**src/rtl/core/cbm_pkg.sv**
```systemverilog
// Package for the cartridge bank mapper: operation and target codes,
// register indexes, field widths and the result record.
// No dependencies.
package cbm_pkg;

    // Number of 1 KB CHR bank registers and the bits to index them.
    localparam int CHR_SLOTS = 8;
    localparam int CHR_IDX_W = $clog2(CHR_SLOTS);

    // Field widths.
    localparam int ADDR_W   = 16;
    localparam int DATA_W   = 8;
    localparam int MAP_W    = 22;
    localparam int SIZE_W   = 9;
    localparam int BANK_W   = 8;
    localparam int S_DATA_W = 24;
    localparam int M_DATA_W = 24;

    // Reset values of the ROM size registers.
    localparam logic [SIZE_W-1:0] PRG_SIZE_RST = 9'd8;
    localparam logic [SIZE_W-1:0] CHR_SIZE_RST = 9'd128;

    // Prescaler masks and nibble fields.
    localparam logic [7:0] MASK_FIRST = 8'h7F;
    localparam logic [7:0] MASK_FULL  = 8'hFF;
    localparam logic [7:0] NIB_LO     = 8'h0F;
    localparam logic [7:0] NIB_HI     = 8'hF0;

    // Register indexes of the configuration port.
    localparam logic CFG_PRG_SIZE = 1'b0;
    localparam logic CFG_CHR_SIZE = 1'b1;

    // Upper address nibbles of the CPU write decoder.
    localparam logic [3:0] NIB_PRG0   = 4'h8;
    localparam logic [3:0] NIB_MIRROR = 4'h9;
    localparam logic [3:0] NIB_PRG1   = 4'hA;
    localparam logic [3:0] NIB_CHR_B  = 4'hB;
    localparam logic [3:0] NIB_CHR_C  = 4'hC;
    localparam logic [3:0] NIB_CHR_D  = 4'hD;
    localparam logic [3:0] NIB_CHR_E  = 4'hE;
    localparam logic [3:0] NIB_IRQ    = 4'hF;

    typedef enum logic [1:0] {
        OP_WRITE    = 2'd0,
        OP_TICK     = 2'd1,
        OP_PRG_READ = 2'd2,
        OP_PPU_READ = 2'd3
    } t_op;

    typedef enum logic [1:0] {
        KIND_NONE = 2'd0,
        KIND_PRG  = 2'd1,
        KIND_CHR  = 2'd2,
        KIND_NT   = 2'd3
    } t_kind;

    typedef struct packed {
        logic             irq;
        t_kind            kind;
        logic [MAP_W-1:0] addr;
    } t_result;

endpackage

```
**src/rtl/core/cartridge_bank_mapper_with_irq.sv**
```systemverilog
// Cartridge bank mapper top level: register decode, IRQ prescaler/counter
// and PRG/PPU address translation, with an output register and skid stage.
// Depends on cbm_pkg.
//
// Results are registered, with a skid stage behind for a stalled output.
// Throughput: one item per cycle until the skid stage fills; decode and
// counter update are one combinational pass into the result register. A
// two-entry output (result register plus skid) keeps input ready high while
// one result is stalled. Synchronous active-low reset clears all bank,
// mirroring and IRQ state, empties the output, sets PRG/CHR size to 8/128.
module cartridge_bank_mapper_with_irq
    import cbm_pkg::*;
(
    input  logic                i_clk,
    input  logic                i_rst_n,
    // Configuration write port.
    input  logic                i_cfg_we,
    input  logic                i_cfg_idx,
    input  logic [SIZE_W-1:0]   i_cfg_data,
    // Input items.
    input  logic                i_s_tvalid,
    output logic                o_s_tready,
    input  logic [S_DATA_W-1:0] i_s_tdata,  // bus_addr[15:0], write_data[23:16]
    input  logic [1:0]          i_s_tuser,  // op[1:0]
    // Result items.
    output logic                o_m_tvalid,
    input  logic                i_m_tready,
    output logic [M_DATA_W-1:0] o_m_tdata,  // irq_asserted[0], mapped_addr[22:1], zero[23]
    output logic [1:0]          o_m_tuser   // target_kind[1:0]
);

    // Configuration and mapper state.
    logic [SIZE_W-1:0] r_prg_size, r_chr_size;
    logic [BANK_W-1:0] r_prg_bank [2];
    logic [BANK_W-1:0] n_prg_bank [2];
    logic [BANK_W-1:0] r_chr_bank [CHR_SLOTS];
    logic [BANK_W-1:0] n_chr_bank [CHR_SLOTS];
    logic              r_nt_horiz, n_nt_horiz;
    logic              r_irq_en, n_irq_en;
    logic [7:0]        r_pre_cnt, n_pre_cnt;
    logic [7:0]        r_pre_mask, n_pre_mask;
    logic [7:0]        r_irq_cnt, n_irq_cnt;
    logic              r_irq_line, n_irq_line;

    // Output register and skid stage.
    logic    r_out_valid, r_skid_valid;
    t_result r_out, r_skid;
    t_result n_res;

    // Decode helpers.
    t_op                  in_op;
    logic [ADDR_W-1:0]    in_addr;
    logic [DATA_W-1:0]    in_data;
    logic [3:0]           nib;
    logic [CHR_IDX_W-1:0] wr_chr_idx;
    logic [CHR_IDX_W-1:0] rd_chr_idx;
    logic [1:0]           chr_pair;
    logic [7:0]           prg_last;
    logic [7:0]           chr_mask;
    logic [7:0]           prg_bank_sel;
    logic [7:0]           pre_inc;
    logic [7:0]           cnt_inc;
    logic [13:0]          ppu_a;
    logic                 nt_page;
    logic                 in_fire, out_fire;

    assign in_op   = t_op'(i_s_tuser);
    assign in_addr = i_s_tdata[ADDR_W-1:0];
    assign in_data = i_s_tdata[ADDR_W+DATA_W-1:ADDR_W];
    assign nib     = in_addr[15:12];
    assign ppu_a   = in_addr[13:0];

    assign in_fire    = i_s_tvalid && o_s_tready;
    assign out_fire   = r_out_valid && i_m_tready;
    assign o_s_tready = !r_skid_valid;

    // Size registers as (banks - 1), with zero acting as one and sizes
    // above 256 acting as 256.
    function automatic logic [7:0] size_m1(input logic [SIZE_W-1:0] v);
        if (v == '0) begin
            return 8'd0;
        end else if (v[SIZE_W-1]) begin
            return 8'hFF;
        end
        return v[7:0] - 8'd1;
    endfunction

    assign prg_last = size_m1(r_prg_size);
    assign chr_mask = size_m1(r_chr_size);

    // CHR register index for a write: pair from the nibble, member from bit 3.
    assign chr_pair   = 2'(nib - NIB_CHR_B);
    assign wr_chr_idx = CHR_IDX_W'({chr_pair, in_addr[3]});
    assign rd_chr_idx = ppu_a[12:10];

    assign prg_bank_sel = in_addr[13] ? r_prg_bank[1] : r_prg_bank[0];
    assign pre_inc      = r_pre_cnt + 8'd1;
    assign cnt_inc      = r_irq_cnt + 8'd1;
    assign nt_page      = r_nt_horiz ? ppu_a[11] : ppu_a[10];

    // Next state and result of the item on the input side.
    always_comb begin
        n_prg_bank = r_prg_bank;
        n_chr_bank = r_chr_bank;
        n_nt_horiz = r_nt_horiz;
        n_irq_en   = r_irq_en;
        n_pre_cnt  = r_pre_cnt;
        n_pre_mask = r_pre_mask;
        n_irq_cnt  = r_irq_cnt;
        n_irq_line = r_irq_line;
        n_res.kind = KIND_NONE;
        n_res.addr = '0;

        unique case (in_op)
            OP_WRITE: begin
                if (in_addr[15]) begin
                    case (nib) inside
                        NIB_PRG0:   n_prg_bank[0] = in_data;
                        NIB_PRG1:   n_prg_bank[1] = in_data;
                        NIB_MIRROR: n_nt_horiz = in_data[0];
                        NIB_CHR_B, NIB_CHR_C, NIB_CHR_D, NIB_CHR_E: begin
                            if (!in_addr[2]) begin
                                n_chr_bank[wr_chr_idx] = (r_chr_bank[wr_chr_idx] & NIB_HI)
                                                       | (in_data & NIB_LO);
                            end else begin
                                n_chr_bank[wr_chr_idx] = (r_chr_bank[wr_chr_idx] & NIB_LO)
                                                       | ((in_data << 4) & NIB_HI);
                            end
                        end
                        default: begin
                            // IRQ control: counter load, or enable and disable.
                            if (!in_addr[3]) begin
                                n_irq_cnt  = in_data;
                                n_irq_line = 1'b0;
                            end else if (in_data[0]) begin
                                n_irq_en = 1'b1;
                            end else begin
                                n_irq_en   = 1'b0;
                                n_pre_cnt  = '0;
                                n_pre_mask = MASK_FIRST;
                                n_irq_line = 1'b0;
                            end
                        end
                    endcase
                end
            end
            OP_TICK: begin
                if (r_irq_en) begin
                    n_pre_cnt = pre_inc;
                    if ((pre_inc & r_pre_mask) == '0) begin
                        n_pre_mask = MASK_FULL;
                        n_irq_cnt  = cnt_inc;
                        n_irq_line = (cnt_inc == '0);
                    end
                end
            end
            OP_PRG_READ: begin
                if (in_addr[15]) begin
                    n_res.kind = KIND_PRG;
                    if (in_addr[14]) begin
                        // Fixed to the last 16 KB bank.
                        n_res.addr = {prg_last, in_addr[13:0]};
                    end else begin
                        n_res.addr = MAP_W'({prg_bank_sel & {prg_last[6:0], 1'b1},
                                             in_addr[12:0]});
                    end
                end
            end
            OP_PPU_READ: begin
                if (!ppu_a[13]) begin
                    n_res.kind = KIND_CHR;
                    n_res.addr = MAP_W'({r_chr_bank[rd_chr_idx] & chr_mask, ppu_a[9:0]});
                end else if (ppu_a[13:8] != 6'h3F) begin
                    n_res.kind = KIND_NT;
                    n_res.addr = MAP_W'({nt_page, ppu_a[9:0]});
                end
            end
        endcase
        n_res.irq = n_irq_line;
    end

    // Configuration registers.
    always_ff @(posedge i_clk) begin
        if (!i_rst_n) begin
            r_prg_size <= PRG_SIZE_RST;
            r_chr_size <= CHR_SIZE_RST;
        end else if (i_cfg_we) begin
            unique case (i_cfg_idx)
                CFG_PRG_SIZE: r_prg_size <= i_cfg_data;
                CFG_CHR_SIZE: r_chr_size <= i_cfg_data;
            endcase
        end
    end

    // Mapper state, updated by each accepted item.
    always_ff @(posedge i_clk) begin
        if (!i_rst_n) begin
            r_prg_bank <= '{default: '0};
            r_chr_bank <= '{default: '0};
            r_nt_horiz <= 1'b0;
            r_irq_en   <= 1'b0;
            r_pre_cnt  <= '0;
            r_pre_mask <= '0;
            r_irq_cnt  <= '0;
            r_irq_line <= 1'b0;
        end else if (in_fire) begin
            r_prg_bank <= n_prg_bank;
            r_chr_bank <= n_chr_bank;
            r_nt_horiz <= n_nt_horiz;
            r_irq_en   <= n_irq_en;
            r_pre_cnt  <= n_pre_cnt;
            r_pre_mask <= n_pre_mask;
            r_irq_cnt  <= n_irq_cnt;
            r_irq_line <= n_irq_line;
        end
    end

    // Output register with a skid stage behind it.
    always_ff @(posedge i_clk) begin
        if (!i_rst_n) begin
            r_out_valid  <= 1'b0;
            r_skid_valid <= 1'b0;
        end else begin
            if (r_skid_valid) begin
                if (out_fire) begin
                    r_out_valid  <= 1'b1;
                    r_skid_valid <= 1'b0;
                end
            end else if (in_fire) begin
                if (!r_out_valid || out_fire) begin
                    r_out_valid <= 1'b1;
                end else begin
                    r_skid_valid <= 1'b1;
                end
            end else if (out_fire) begin
                r_out_valid <= 1'b0;
            end
        end
    end

    always_ff @(posedge i_clk) begin
        if (r_skid_valid && out_fire) begin
            r_out <= r_skid;
        end else if (in_fire && (!r_out_valid || out_fire)) begin
            r_out <= n_res;
        end
        if (in_fire && r_out_valid && !out_fire) begin
            r_skid <= n_res;
        end
    end

    assign o_m_tvalid = r_out_valid;
    assign o_m_tuser  = r_out.kind;
    assign o_m_tdata  = {1'b0, r_out.addr, r_out.irq};

    // The skid stage only holds an item behind a full output register.
    a_skid_behind_out: assert property (@(posedge i_clk) disable iff (!i_rst_n)
        r_skid_valid |-> r_out_valid)
        else $error("skid stage valid with empty output register");

    // An item accepted while the output is stalled lands in the skid stage.
    a_stall_to_skid: assert property (@(posedge i_clk) disable iff (!i_rst_n)
        (in_fire && r_out_valid && !i_m_tready) |=> r_skid_valid)
        else $error("item accepted under stall was not held in the skid stage");

    // Results without a target carry a zero address.
    a_none_zero: assert property (@(posedge i_clk) disable iff (!i_rst_n)
        (o_m_tvalid && o_m_tuser == KIND_NONE) |-> (o_m_tdata[M_DATA_W-1:1] == '0))
        else $error("result with no target has a nonzero address");

    // Nametable addresses stay within 2 KB and CHR addresses within 256 KB.
    a_range: assert property (@(posedge i_clk) disable iff (!i_rst_n)
        (o_m_tvalid && (o_m_tuser == KIND_NT)) |-> (o_m_tdata[M_DATA_W-1:12] == '0))
        else $error("nametable address out of range");

    a_chr_range: assert property (@(posedge i_clk) disable iff (!i_rst_n)
        (o_m_tvalid && (o_m_tuser == KIND_CHR)) |-> (o_m_tdata[M_DATA_W-1:19] == '0))
        else $error("CHR address out of range");

endmodule

```
**config.mk**
```make
export PLATFORM = sky130hd
export DESIGN_NAME = cartridge_bank_mapper_with_irq
export DESIGN_NICKNAME = d
export VERILOG_FILES = /design/src/rtl/core/cbm_pkg.sv /design/src/rtl/core/cartridge_bank_mapper_with_irq.sv
export SDC_FILE = /design/constraint.sdc
export NUM_CORES = 1
export LEC_CHECK = 0
export ABC_AREA = 0
export BUFFER_PORTS_ARGS = -buffer_cell sky130_fd_sc_hd__buf_2
export CAP_MARGIN = 20
export CORE_ASPECT_RATIO = 0.6
export CORE_MARGIN = 4
export CORE_UTILIZATION = 60
export CTS_BUF_LIST = sky130_fd_sc_hd__clkbuf_8
export CTS_CLUSTER_SIZE = 40
export DETAILED_ROUTE_END_ITERATION = 12
export PLACE_DENSITY = 0.91
export SYNTH_ARGS = -nofsm -noshare
export SYNTH_HDL_FRONTEND = slang
export SYNTH_SLANG_ARGS = --single-unit
```
**constraint.sdc**
```tcl
create_clock -name i_clk -period 3.1 [get_ports i_clk]
set_clock_uncertainty 0.2 [all_clocks]
set_input_delay 0.155 -clock i_clk [delete_from_list [all_inputs] [get_ports i_clk]]
set_output_delay 0.155 -clock i_clk [all_outputs]
set_load 0.02 [all_outputs]
```
# After elaboration in Yosys (flattened, before gate mapping)
# Cells that the tools add are included.
# classes
reduce_logical	31
add_sub_neg	5
muxes	78
magnitude_cmp	3
bitwise_logic	12
n_eq_ne	23
# op_table
op	count
$mux 8	37
$bwmux 64	2
$mux 64	1
$mux 25	2
$bmux 8 s3	2
$mux 24	2
$pmux 24 s2	1
$pmux 8 s2	3
$eq 4x4->1 const B	7
$and 8x8->8	3
$demux 8 s3	1
$mux 1	24
$mux 23	1
$mux 22	1
$ne 2x2->1 const B	10
$reduce_and 10->1	2
$logic_not 9->1	2
$add 8x1->8 const B	2
$logic_not 8->1	2
$sub 8x1->8 const B	2
$reduce_and 11->1	1
$ge 4x4->1 const B	2
$not 3->4	2
$or 4x8->8	1
other kinds (23)	39
# totals
in_bits	41
elab_cells	178
output_inout_bits	28
reg_bits	177

# Longest topological paths before layout
# Gate-level depths: netlist of run 1.
# depth
word_depth	10
depth_mapped	11
depth_no_buf	8

# Worst setup path after synthesis of run 1
# Ideal clock, no wire load.
# synth_path
kind	reg-to-reg
startpoint	register r_skid_valid
endpoint	register r_out, in the netlist o_m_tdata[0], enable pin
synth_period_minus_slack_ps	2564
n_path_buf	0
required_time_ps	2485
path_stages_with_launch	4
arrival_time_ps	1949
slack_ps	536
setup_time_ps	415
path_cell_list	dfxtp_1 > nor2b_1 > a21oi_1 > a21oi_1
# synth_via
elab_chain_cells	4
elab_cells_between_ends	5
classes_between	5 x reduce/logical
# synth_lines
element	line_no	source
from (decl)	cartridge_bank_mapper_with_irq.sv:46	logic r_out_valid, r_skid_valid;
from (signal assigned)	cartridge_bank_mapper_with_irq.sv:222	r_skid_valid <= 1'b0;
from (signal assigned)	cartridge_bank_mapper_with_irq.sv:227	r_skid_valid <= 1'b0;
from (signal assigned)	cartridge_bank_mapper_with_irq.sv:233	r_skid_valid <= 1'b1;
$logic_not 1->1	cartridge_bank_mapper_with_irq.sv:75	assign o_s_tready = !r_skid_valid;
$logic_and 1x1->1	cartridge_bank_mapper_with_irq.sv:73	assign in_fire = i_s_tvalid && o_s_tready;
$logic_and 1x1->1	cartridge_bank_mapper_with_irq.sv:244	end else if (in_fire && (!r_out_valid || out_fire)) begin
$reduce_bool 2->1 (no source line) *	--	
to (signal assigned)	cartridge_bank_mapper_with_irq.sv:243	r_out <= r_skid;
to (signal assigned)	cartridge_bank_mapper_with_irq.sv:245	r_out <= n_res;
to (decl)	cartridge_bank_mapper_with_irq.sv:47	t_result r_out, r_skid;
# Mark *: on every way between the ends. The rest lies on a longest branch, timed or not.
# A chain may end at the register's enable or synchronous reset.

# Worst setup path in the final report of run 1
# layout_path
startpoint	register r_pre_cnt[0]
endpoint	register r_pre_mask[7]
# layout_via
elab_chain_cells	5
# layout_lines
element	line_no	source
from (decl)	cartridge_bank_mapper_with_irq.sv:40	logic [7:0] r_pre_cnt, n_pre_cnt;
from (signal assigned)	cartridge_bank_mapper_with_irq.sv:211	r_pre_cnt <= n_pre_cnt;
$add 8x1->8	cartridge_bank_mapper_with_irq.sv:97	assign pre_inc = r_pre_cnt + 8'd1;
$and 8x8->8	cartridge_bank_mapper_with_irq.sv:150	if ((pre_inc & r_pre_mask) == '0) begin
$logic_not 8->1	cartridge_bank_mapper_with_irq.sv:150	
$ne 2x2->1 (no source line)	--	
$reduce_and 11->1 (no source line)	--	
to (signal assigned)	cartridge_bank_mapper_with_irq.sv:212	r_pre_mask <= n_pre_mask;
to (decl)	cartridge_bank_mapper_with_irq.sv:41	logic [7:0] r_pre_mask, n_pre_mask;
# Every way passes these cells.

==> results of run 1 <==
==> cell usage in the layout, fill, tap and decap left out, types with 3 or more instances in the layout <==
cell type / n
dfxtp_1: 121
nor2_1: 110
nand2_1: 98
mux2i_1: 92
buf_2: 67
a21oi_1: 58
edfxtp_1: 50
dlygate4sd3_1: 45
mux4_2: 32
mux2_2: 27
nand3_1: 22
and2_1: 20
o21ai_0: 18
clkbuf_8: 17
ha_1: 14
buf_4: 12
a31oi_1: 11
inv_1: 9
xnor2_1: 8
nor2b_1: 7
o21ai_1: 7
nor3_1: 6
and3_1: 6
nand2b_1: 5
nand4_1: 4
a211oi_1: 4
or3_1: 4
clkinvlp_4: 4
inv_6: 4
a21o_1: 3
xor2_1: 3
nor4_1: 3
a211o_1: 3
o221a_2: 3
o21a_1: 3
o221ai_1: 3
nand3b_1: 3
inv_8: 3
==> cells by family after synthesis <==
group | synth area share, %
adders and majority gates | 1.99
other | 0.0427
AOI/OAI and AO/OA | 9.96
and+or+nand+nor | 16.9
DFF | 44.6
muxes | 22.3
xor gates and xnor gates | 1.10
buffers and inverters | 3.13
==> worst max-delay path: cells and delay by family (launching register included) <==
kind | cells | cell delay [ns]
AO/OA/AOI/OAI | 3 | 0.65
adder cells (fa/ha/maj) | 1 | 0.30
buffers and inverters | 1 | 0.56
flip-flops | 1 | 0.39
AND/OR/NAND/NOR | 3 | 0.70
==> layer usage <==
layer,track usage [%],part of all wire [%],vias up
li1,-,-,3301
met1,41.7,41,3597
met2,45.7,44,541
met3,6.95,11,113
met4,11.8,3.7,0
met5,0,0,-
==> registers in the layout, indices dropped and copies added, names as in the netlist, 8 cells and up <==
signal	flops
r_irq_cnt	8
r_prg_size	9
r_skid	25
o_m_tdata	23
r_chr_size	9
r_pre_cnt	8
r_chr_bank	64
r_prg_bank	16
==> synth_stat cells, drive strengths merged (5+ instances only) <==
cell and number:
dfxtp 121, nor2 110, nand2 98, mux2i 92
a21oi 61, edfxtp 50, clkbuf 33, mux4 32
mux2 28, o21ai 26, nand3 22, and2 20
buf 19, ha 14, a31oi 11, inv 10
nor3 8, xnor2 8, nor2b 7, and3 6
or3 6, a211oi 5, and4 5, nand2b 5
==> power breakdown <==
group | switching [mW] | total, mW | leakage, nW | internal [mW]
Sequential | 0.0327 | 2.38 | 1.46 | 2.35
Clock | 0.920 | 1.59 | 0.186 | 0.665
Combinational | 0.315 | 0.504 | 2.43 | 0.189
==> metrics by stage <==
step / instance area [sq um] / setup slack (ns) / power, mW / util, % / cells
2_1_floorplan: 8790 / 0.536 / 2.72 / - / 863
3_3_place_gp: 9250 / 0.453 / 2.86 / 66.1 / 1083
3_5_place_dp: 9250 / 0.299 / 2.87 / 66.1 / 1083
4_1_cts: 10100 / 0.226 / 4.45 / 72.1 / 1160
5_1_grt: 10100 / 0.0683 / 4.61 / 72.1 / 1161
6_report: 10100 / 0.186 / 4.47 / 72.1 / 1161
==> cell type report <==
type | instances | area, sq um | share of cell area, %
Clock buffer | 17 | 234 | 2.32
Multi-Input combinational cell | 629 | 4600 | 45.5
Tap cell | 192 | 240 | 2.38
Antenna cell | 1 | 2.50 | 0.0248
Timing Repair Buffer | 125 | 896 | 8.88
Clock inverter | 15 | 158 | 1.56
Sequential cell | 171 | 3920 | 38.9
Inverter | 11 | 41.3 | 0.409
==> repair_timing <==
action / CTS / global route
hold buffers: 45 / 0
hold endpoints to repair: 66 / 0
setup endpoints to repair: 0 / 0
==> worst max path at each step <==
stage | start | to | cells past startpoint
after global placement | i_s_tdata[12] | r_chr_bank[40] | 9
after global routing | r_pre_cnt[0] | r_pre_mask[7] | 8
after detailed placement | i_s_tdata[12] | r_chr_bank[2] | 9
after CTS | r_pre_cnt[0] | r_pre_mask[7] | 8
after floorplan | r_skid_valid | o_m_tdata[0] | 3
final | r_pre_cnt[0] | r_pre_mask[7] | 8
==> key figures, run 1 <==
Setup path
  – Critical Path AT: 3.06 ns
  – Critical Path RT: 3.24 ns
  – Flop2flop setup slack: 0.19 ns
  – Worst path cell trace: ha_1 -> and3b_2 -> o2111ai_1 -> a21o_1 -> nand3_1 -> nor2b_1 -> o221a_2 -> dlygate4sd3_1
  – R2R depth: 8
  – Crit-path max FO: 8
  – CP startpoint kind: register
  – CP endpoint kind: register
  – Worst path max stage delay: 0.56 ns
  – R2R Path Start: r_pre_cnt[0]
  – CP max-delay cell: dlygate4sd3_1
  – Setup CP Type: register to register
  – R2r endpoint: r_pre_mask[7]

STA
  – Hold_ws: 0.0618 ns
  – F_max: 343 MHz
  – Final worst path period share: 94.0%
  – Fin. Hold Viols: 0
  – Minimum clock period: 2.91 ns
  – Max Slew Vio Count: 0
  – RSZ-0062 raised after global routing: no
  – Final TNS setup: 0 ns
  – Slew HR: 50.0%
  – Worst Tran Pin Value: 0.749 ns
  – Final setup fails: 0

Clock network
  – CTS Buf Count: 17
  – Clock transition at path regs: 0.10 ns
  – Worst-skew pair later-pin latency: 0.47 ns
  – Deepest clock path buffer count: 2
  – PostCTS Resize Cnt: 0
  – Setup repair bufs after CTS: 0
  – Clock sinks: 171
  – CTS H-tree lvls: 4
  – CTS tree: done
  – Clock root cell: clkbuf_8

Global route
  – GRT Total Usage: 29.9%
  – Number of global-route vias before repair: 7293
  – Total grt overflow: 0
  – First-pass GRT wire length: 38.9 mm
  – Initial antenna violation count: 1
  – Largest net degree at the start of global routing: 56

Synthesis
  – Most common flop cell mapped by yosys: dfxtp_1
  – Mean Syn Cell Area: 10.2 sq um
  – Mapped Nets: 918
  – Area leader, netlist: dfxtp_1
  – Mapped Area: 8790 sq um
  – Post-synth top area share: 27.6%
  – Post-Syn Instances: 863
  – Yosys warns: 0
  – Synth Register Bits: 171
  – Register area share after synthesis: 44.6%
  – Top cells by area, synth: dfxtp_1 28%, edfxtp_1 17%, mux2i_1 10%
  – Synth async-reset ratio: 0%
  – Netlist cell types: 81
  – Post-synth EDFFs: 50

Cells and area
  – Area delta synth->final: 14.8%
  – Layout cells sized above 1: 20.2%
  – NumNets Final: 1010
  – FILL cells: 925

Min path
  – Hold endpoint: r_skid[22]
  – Hold_sp: i_s_tuser[1]
  – Min-delay worst type: input pin to register
  – Hold path depth: 3

Floorplan
  – I/O pin total: 69
  – Die H: 102 um
  – Row count: 33
  – Die area: 16700 sq um
  – Die Width: 164 um
  – Core area: 14000 sq um
  – Starting Density: 62.8%

Pwr
  – Static leakage: 4.08 nW
  – PD cells: 443 nW/um^2
  – Peak supply drop: 346 uV

Routing
  – Routed length per instance: 21.0 um
  – Drt drc: 0
  – Via Count: 7552
  – Routed Antenna Nets: 0
  – DR vias/cell: 6.50
  – Initial DRC Count: 1075
  – Pre-Repair DR Iteration Count: 9
  – Final WL: 24.4 mm

Placement
  – Post-DP HPWL: 15.2 mm
  – # port buffers: 67
  – GPL Wtd Cong: 0.879

Outcome
  – Outcome: complete, no violations

Flow run
  – Max Cap Viol: 0
Power figures use the tool's default switching activity.
==> inputs of run 2 (changes only) <==
- ABC_AREA: 0 -> 1
- PLACE_DENSITY: 0.91 -> 0.79
==> key figures, run 2 <==
Outcome
  – Outcome: complete, no violations (unchanged)

STA
  – F_max: 391 MHz (was 343 MHz)
  – Final setup fails: 0 (unchanged)
  – Final TNS setup: 0 ns (unchanged)
  – RSZ-0062 raised after global routing: no (unchanged)
  – Worst Tran Pin Value: 0.652 ns (was 0.749 ns)
  – Minimum clock period: 2.56 ns (was 2.91 ns)
  – Final WS setup: 0.541 ns (was 0.186 ns)
  – Max Slew Vio Count: 0 (unchanged)
  – Final worst path period share: 82.5% (was 94.0%)
  – Slew HR: 56.3% (was 50.0%)
  – Fin. Hold Viols: 0 (unchanged)

Setup path
  – Critical Path AT: 2.74 ns (was 3.06 ns)
  – Crit-path max FO: 15 (was 8)
  – Critical Path RT: 3.28 ns (was 3.24 ns)
  – CP endpoint kind: register (unchanged)
  – CP startpoint kind: register (unchanged)
  – Setup CP Type: register to register (unchanged)

Synthesis
  – Register area share after synthesis: 41.2% (was 44.6%)
  – Yosys warns: 0 (unchanged)
  – Mapped Nets: 1342 (was 918)
  – Post-Syn Instances: 1287 (was 863)
  – Area share of xor/xnor cells in the synthesized design: 0.736% (was 1.10%)
  – Synth cell count leaders: 194 x nand2_1, 180 x o21ai_0, 130 x nor2_1 (was 121 x dfxtp_1, 110 x nor2_1, 98 x nand2_1)
  – Simple-gate share of the synthesized area: 24.3% (was 16.9%)
  – Synth Register Bits: 171 (unchanged)
  – Synth async-reset ratio: 0% (unchanged)
  – Mapped Area: 9520 sq um (was 8790 sq um)
  – Adder-cell share of the synthesized area: 1.84% (was 1.99%)
  – Mean Syn Cell Area: 7.40 sq um (was 10.2 sq um)
  – Post-synth EDFFs: 50 (unchanged)
  – Post-synth top area share: 25.5% (was 27.6%)
  – Multiplexer area fraction after synthesis: 0% (was 22.3%)
  – Most frequent cell after synthesis: nand2_1 (was dfxtp_1)
  – Main combinational cell family by area after synthesis: simple AND/OR/NAND/NOR gates (was multiplexers)
  – Netlist cell types: 44 (was 81)
  – Most common flop cell mapped by yosys: dfxtp_1 (unchanged)
  – Area leader, netlist: dfxtp_1 (unchanged)
  – Top cells by area, synth: dfxtp_1 25%, edfxtp_1 16%, o21ai_0 9.5% (was dfxtp_1 28%, edfxtp_1 17%, mux2i_1 10%)
  – Synth Area in Compound Gates: 23.2% (was 9.96%)

Routing
  – Drt drc: 0 (unchanged)
  – Initial DRC Count: 1370 (was 1075)
  – Routed length per instance: 17.6 um (was 21.0 um)
  – Routed Antenna Nets: 0 (unchanged)
  – Via Count: 9573 (was 7552)
  – Pre-Repair DR Iteration Count: 7 (was 9)
  – DR vias/cell: 6.05 (was 6.50)
  – Final WL: 27.9 mm (was 24.4 mm)

Cells and area
  – Area taken by multi-input logic gates: 4770 sq um (was 4600 sq um)
  – Layout cells sized above 1: 15.3% (was 20.2%)
  – Commonest non-fill, non-tap cell in the layout: nand2_1 (was dfxtp_1)
  – Commonest non-fill, non-tap cells in the layout: 194 x nand2_1, 179 x o21ai_0, 130 x nor2_1, 121 x dfxtp_1, 116 x inv_1 (was 121 x dfxtp_1, 110 x nor2_1, 98 x nand2_1, 92 x mux2i_1, 67 x buf_2)
  – FILL cells: 1259 (was 925)
  – NumNets Final: 1421 (was 1010)
  – Area delta synth->final: 13.0% (was 14.8%)
  – Largest register FFs: 64 (unchanged)
  – ANT cells: 0 (was 1)
  – FF+latch area: 3920 sq um (unchanged)
  – Register with the most flip-flops: r_chr_bank (unchanged)

Floorplan
  – Row count: 35 (was 33)
  – Die area: 18000 sq um (was 16700 sq um)
  – Die H: 106 um (was 102 um)
  – I/O pin total: 69 (unchanged)
  – Die Width: 171 um (was 164 um)
  – Starting Density: 61.6% (was 62.8%)
  – Core area: 15500 sq um (was 14000 sq um)

Clock network
  – CTS H-tree lvls: 4 (unchanged)
  – Deepest clock path buffer count: 2 (unchanged)
  – Clock root cell: clkbuf_8 (unchanged)
  – Clock sinks: 171 (unchanged)
  – Clock transition at path regs: 0.11 ns (was 0.10 ns)
  – CTS Buf Count: 17 (unchanged)
  – Worst-skew pair later-pin latency: 0.47 ns (about the same)
  – PostCTS Resize Cnt: 0 (unchanged)
  – Setup repair bufs after CTS: 0 (unchanged)
  – CTS tree: done (unchanged)

Placement
  – Post-placement setup slack: 0.518 ns (was 0.299 ns)
  – # port buffers: 67 (unchanged)
  – GPL Wtd Cong: 0.990 (was 0.879)
  – Post-DP HPWL: 18.5 mm (was 15.2 mm)

Global route
  – Total grt overflow: 0 (unchanged)
  – Initial antenna violation count: 0 (was 1)
  – Largest net degree at the start of global routing: 65 (was 56)
  – Number of global-route vias before repair: 8446 (was 7293)
  – GRT Total Usage: 30.8% (was 29.9%)
  – First-pass GRT wire length: 44.4 mm (was 38.9 mm)

Min path
  – Min-delay worst type: input pin to register (unchanged)

Pwr
  – PD cells: 451 nW/um^2 (was 443 nW/um^2)
  – Peak supply drop: 273 uV (was 346 uV)
  – Static leakage: 4.17 nW (was 4.08 nW)

Flow run
  – Max Cap Viol: 0 (unchanged)
[run 2: cell count changes in the layout (fill, tap and decap cells not counted), sizes merged, moves of 19 or more]
| cell | change |
|---|---|
| a21oi | +19 |
| mux4 | -32 |
| inv | +111 |
| o21ai | +176 |
| a31oi | +64 |
| or2 | +47 |
| mux2i | -92 |
| and2 | -20 |
| mux2 | -28 |
| nor2 | +38 |
| nand3 | +61 |
| nand2 | +102 |
[run 2: cell families after synthesis]
| logic type | count (synthesis) |
|---|---|
| compound gates | 397 |
| xor+xnor | 8 |
| fa+ha+maj | 14 |
| buf+inv | 195 |
| flops | 171 |
| other cells | 1 |
| simple gates | 501 |
[run 2: path summary, 6_finish.rpt]
path / from / slack [ns] / to / cells after the start
setup reg to reg: r_pre_cnt[0] / 0.54 / r_irq_cnt[0] / 11
hold / removal: i_s_tdata[17] / 0.04 / r_chr_bank[41] / 3
setup / recovery: r_pre_cnt[0] / 0.54 / r_irq_cnt[0] / 11
hold reg to reg: r_prg_bank[0] / 0.25 / r_prg_bank[0] / 2
[run 2: worst max-delay path: stages, from the launching register on]
cell	delay (ns)
dfxtp_1	0.42
ha_1	0.28
nand3_1	0.13
nand3_1	0.09
nand2_1	0.09
nor2_4	0.15
nand2_2	0.07
nand2_4	0.09
nand3_4	0.16
o21ai_1	0.16
dlygate4sd3_1	0.56
a21oi_1	0.04
[run 2: metal layers]
metal	wire length [um]	GRT usage, %	vias up
met4	429	7.24	0
met3	3820	7.61	45
met2	11300	42.2	602
met1	12400	48.3	4364
li1	-	-	4562
met5	0	0	-
[run 2: repair_timing]
item / 4_1_cts / 5_1_grt
setup endpoints to repair: 0 / 0
hold endpoints to repair: 59 / 0
hold buffers: 37 / 0
[run 2: cell type report]
cell class	instances	area share (%)
multi-input combinational	921	44.4
inverter	124	4.33
tap	203	2.36
clock buffer	17	2.17
sequential	171	36.5
timing repair buffer	131	8.44
clock inverter	15	1.85
[run 2: where the power goes]
| part | leakage (nW) | switching, mW | total, mW | internal, mW |
|---|---|---|---|---|
| Clock | 0.216 | 0.977 | 1.74 | 0.763 |
| Combinational | 2.50 | 0.483 | 0.713 | 0.230 |
| Sequential | 1.45 | 0.0315 | 2.40 | 2.36 |
| Total | 4.17 | 1.49 | 4.85 | 3.36 |
[run 2: per-stage QoR]
| stage | cells | instance area, sq um | total power, mW | utilization [%] | hold WS, ns |
|---|---|---|---|---|---|
| floorplan | 1287 | 9520 | 2.86 | - | 0.0813 |
| CTS | 1582 | 10800 | 4.82 | 69.6 | 0.00151 |
| detailed placement | 1513 | 9950 | 3.09 | 64.4 | 0.203 |
| global placement | 1513 | 9950 | 3.08 | 64.4 | 0.199 |
| finish | 1582 | 10800 | 4.85 | 69.6 | 0.0355 |
| global route | 1582 | 10800 | 5.02 | 69.6 | 0.0236 |
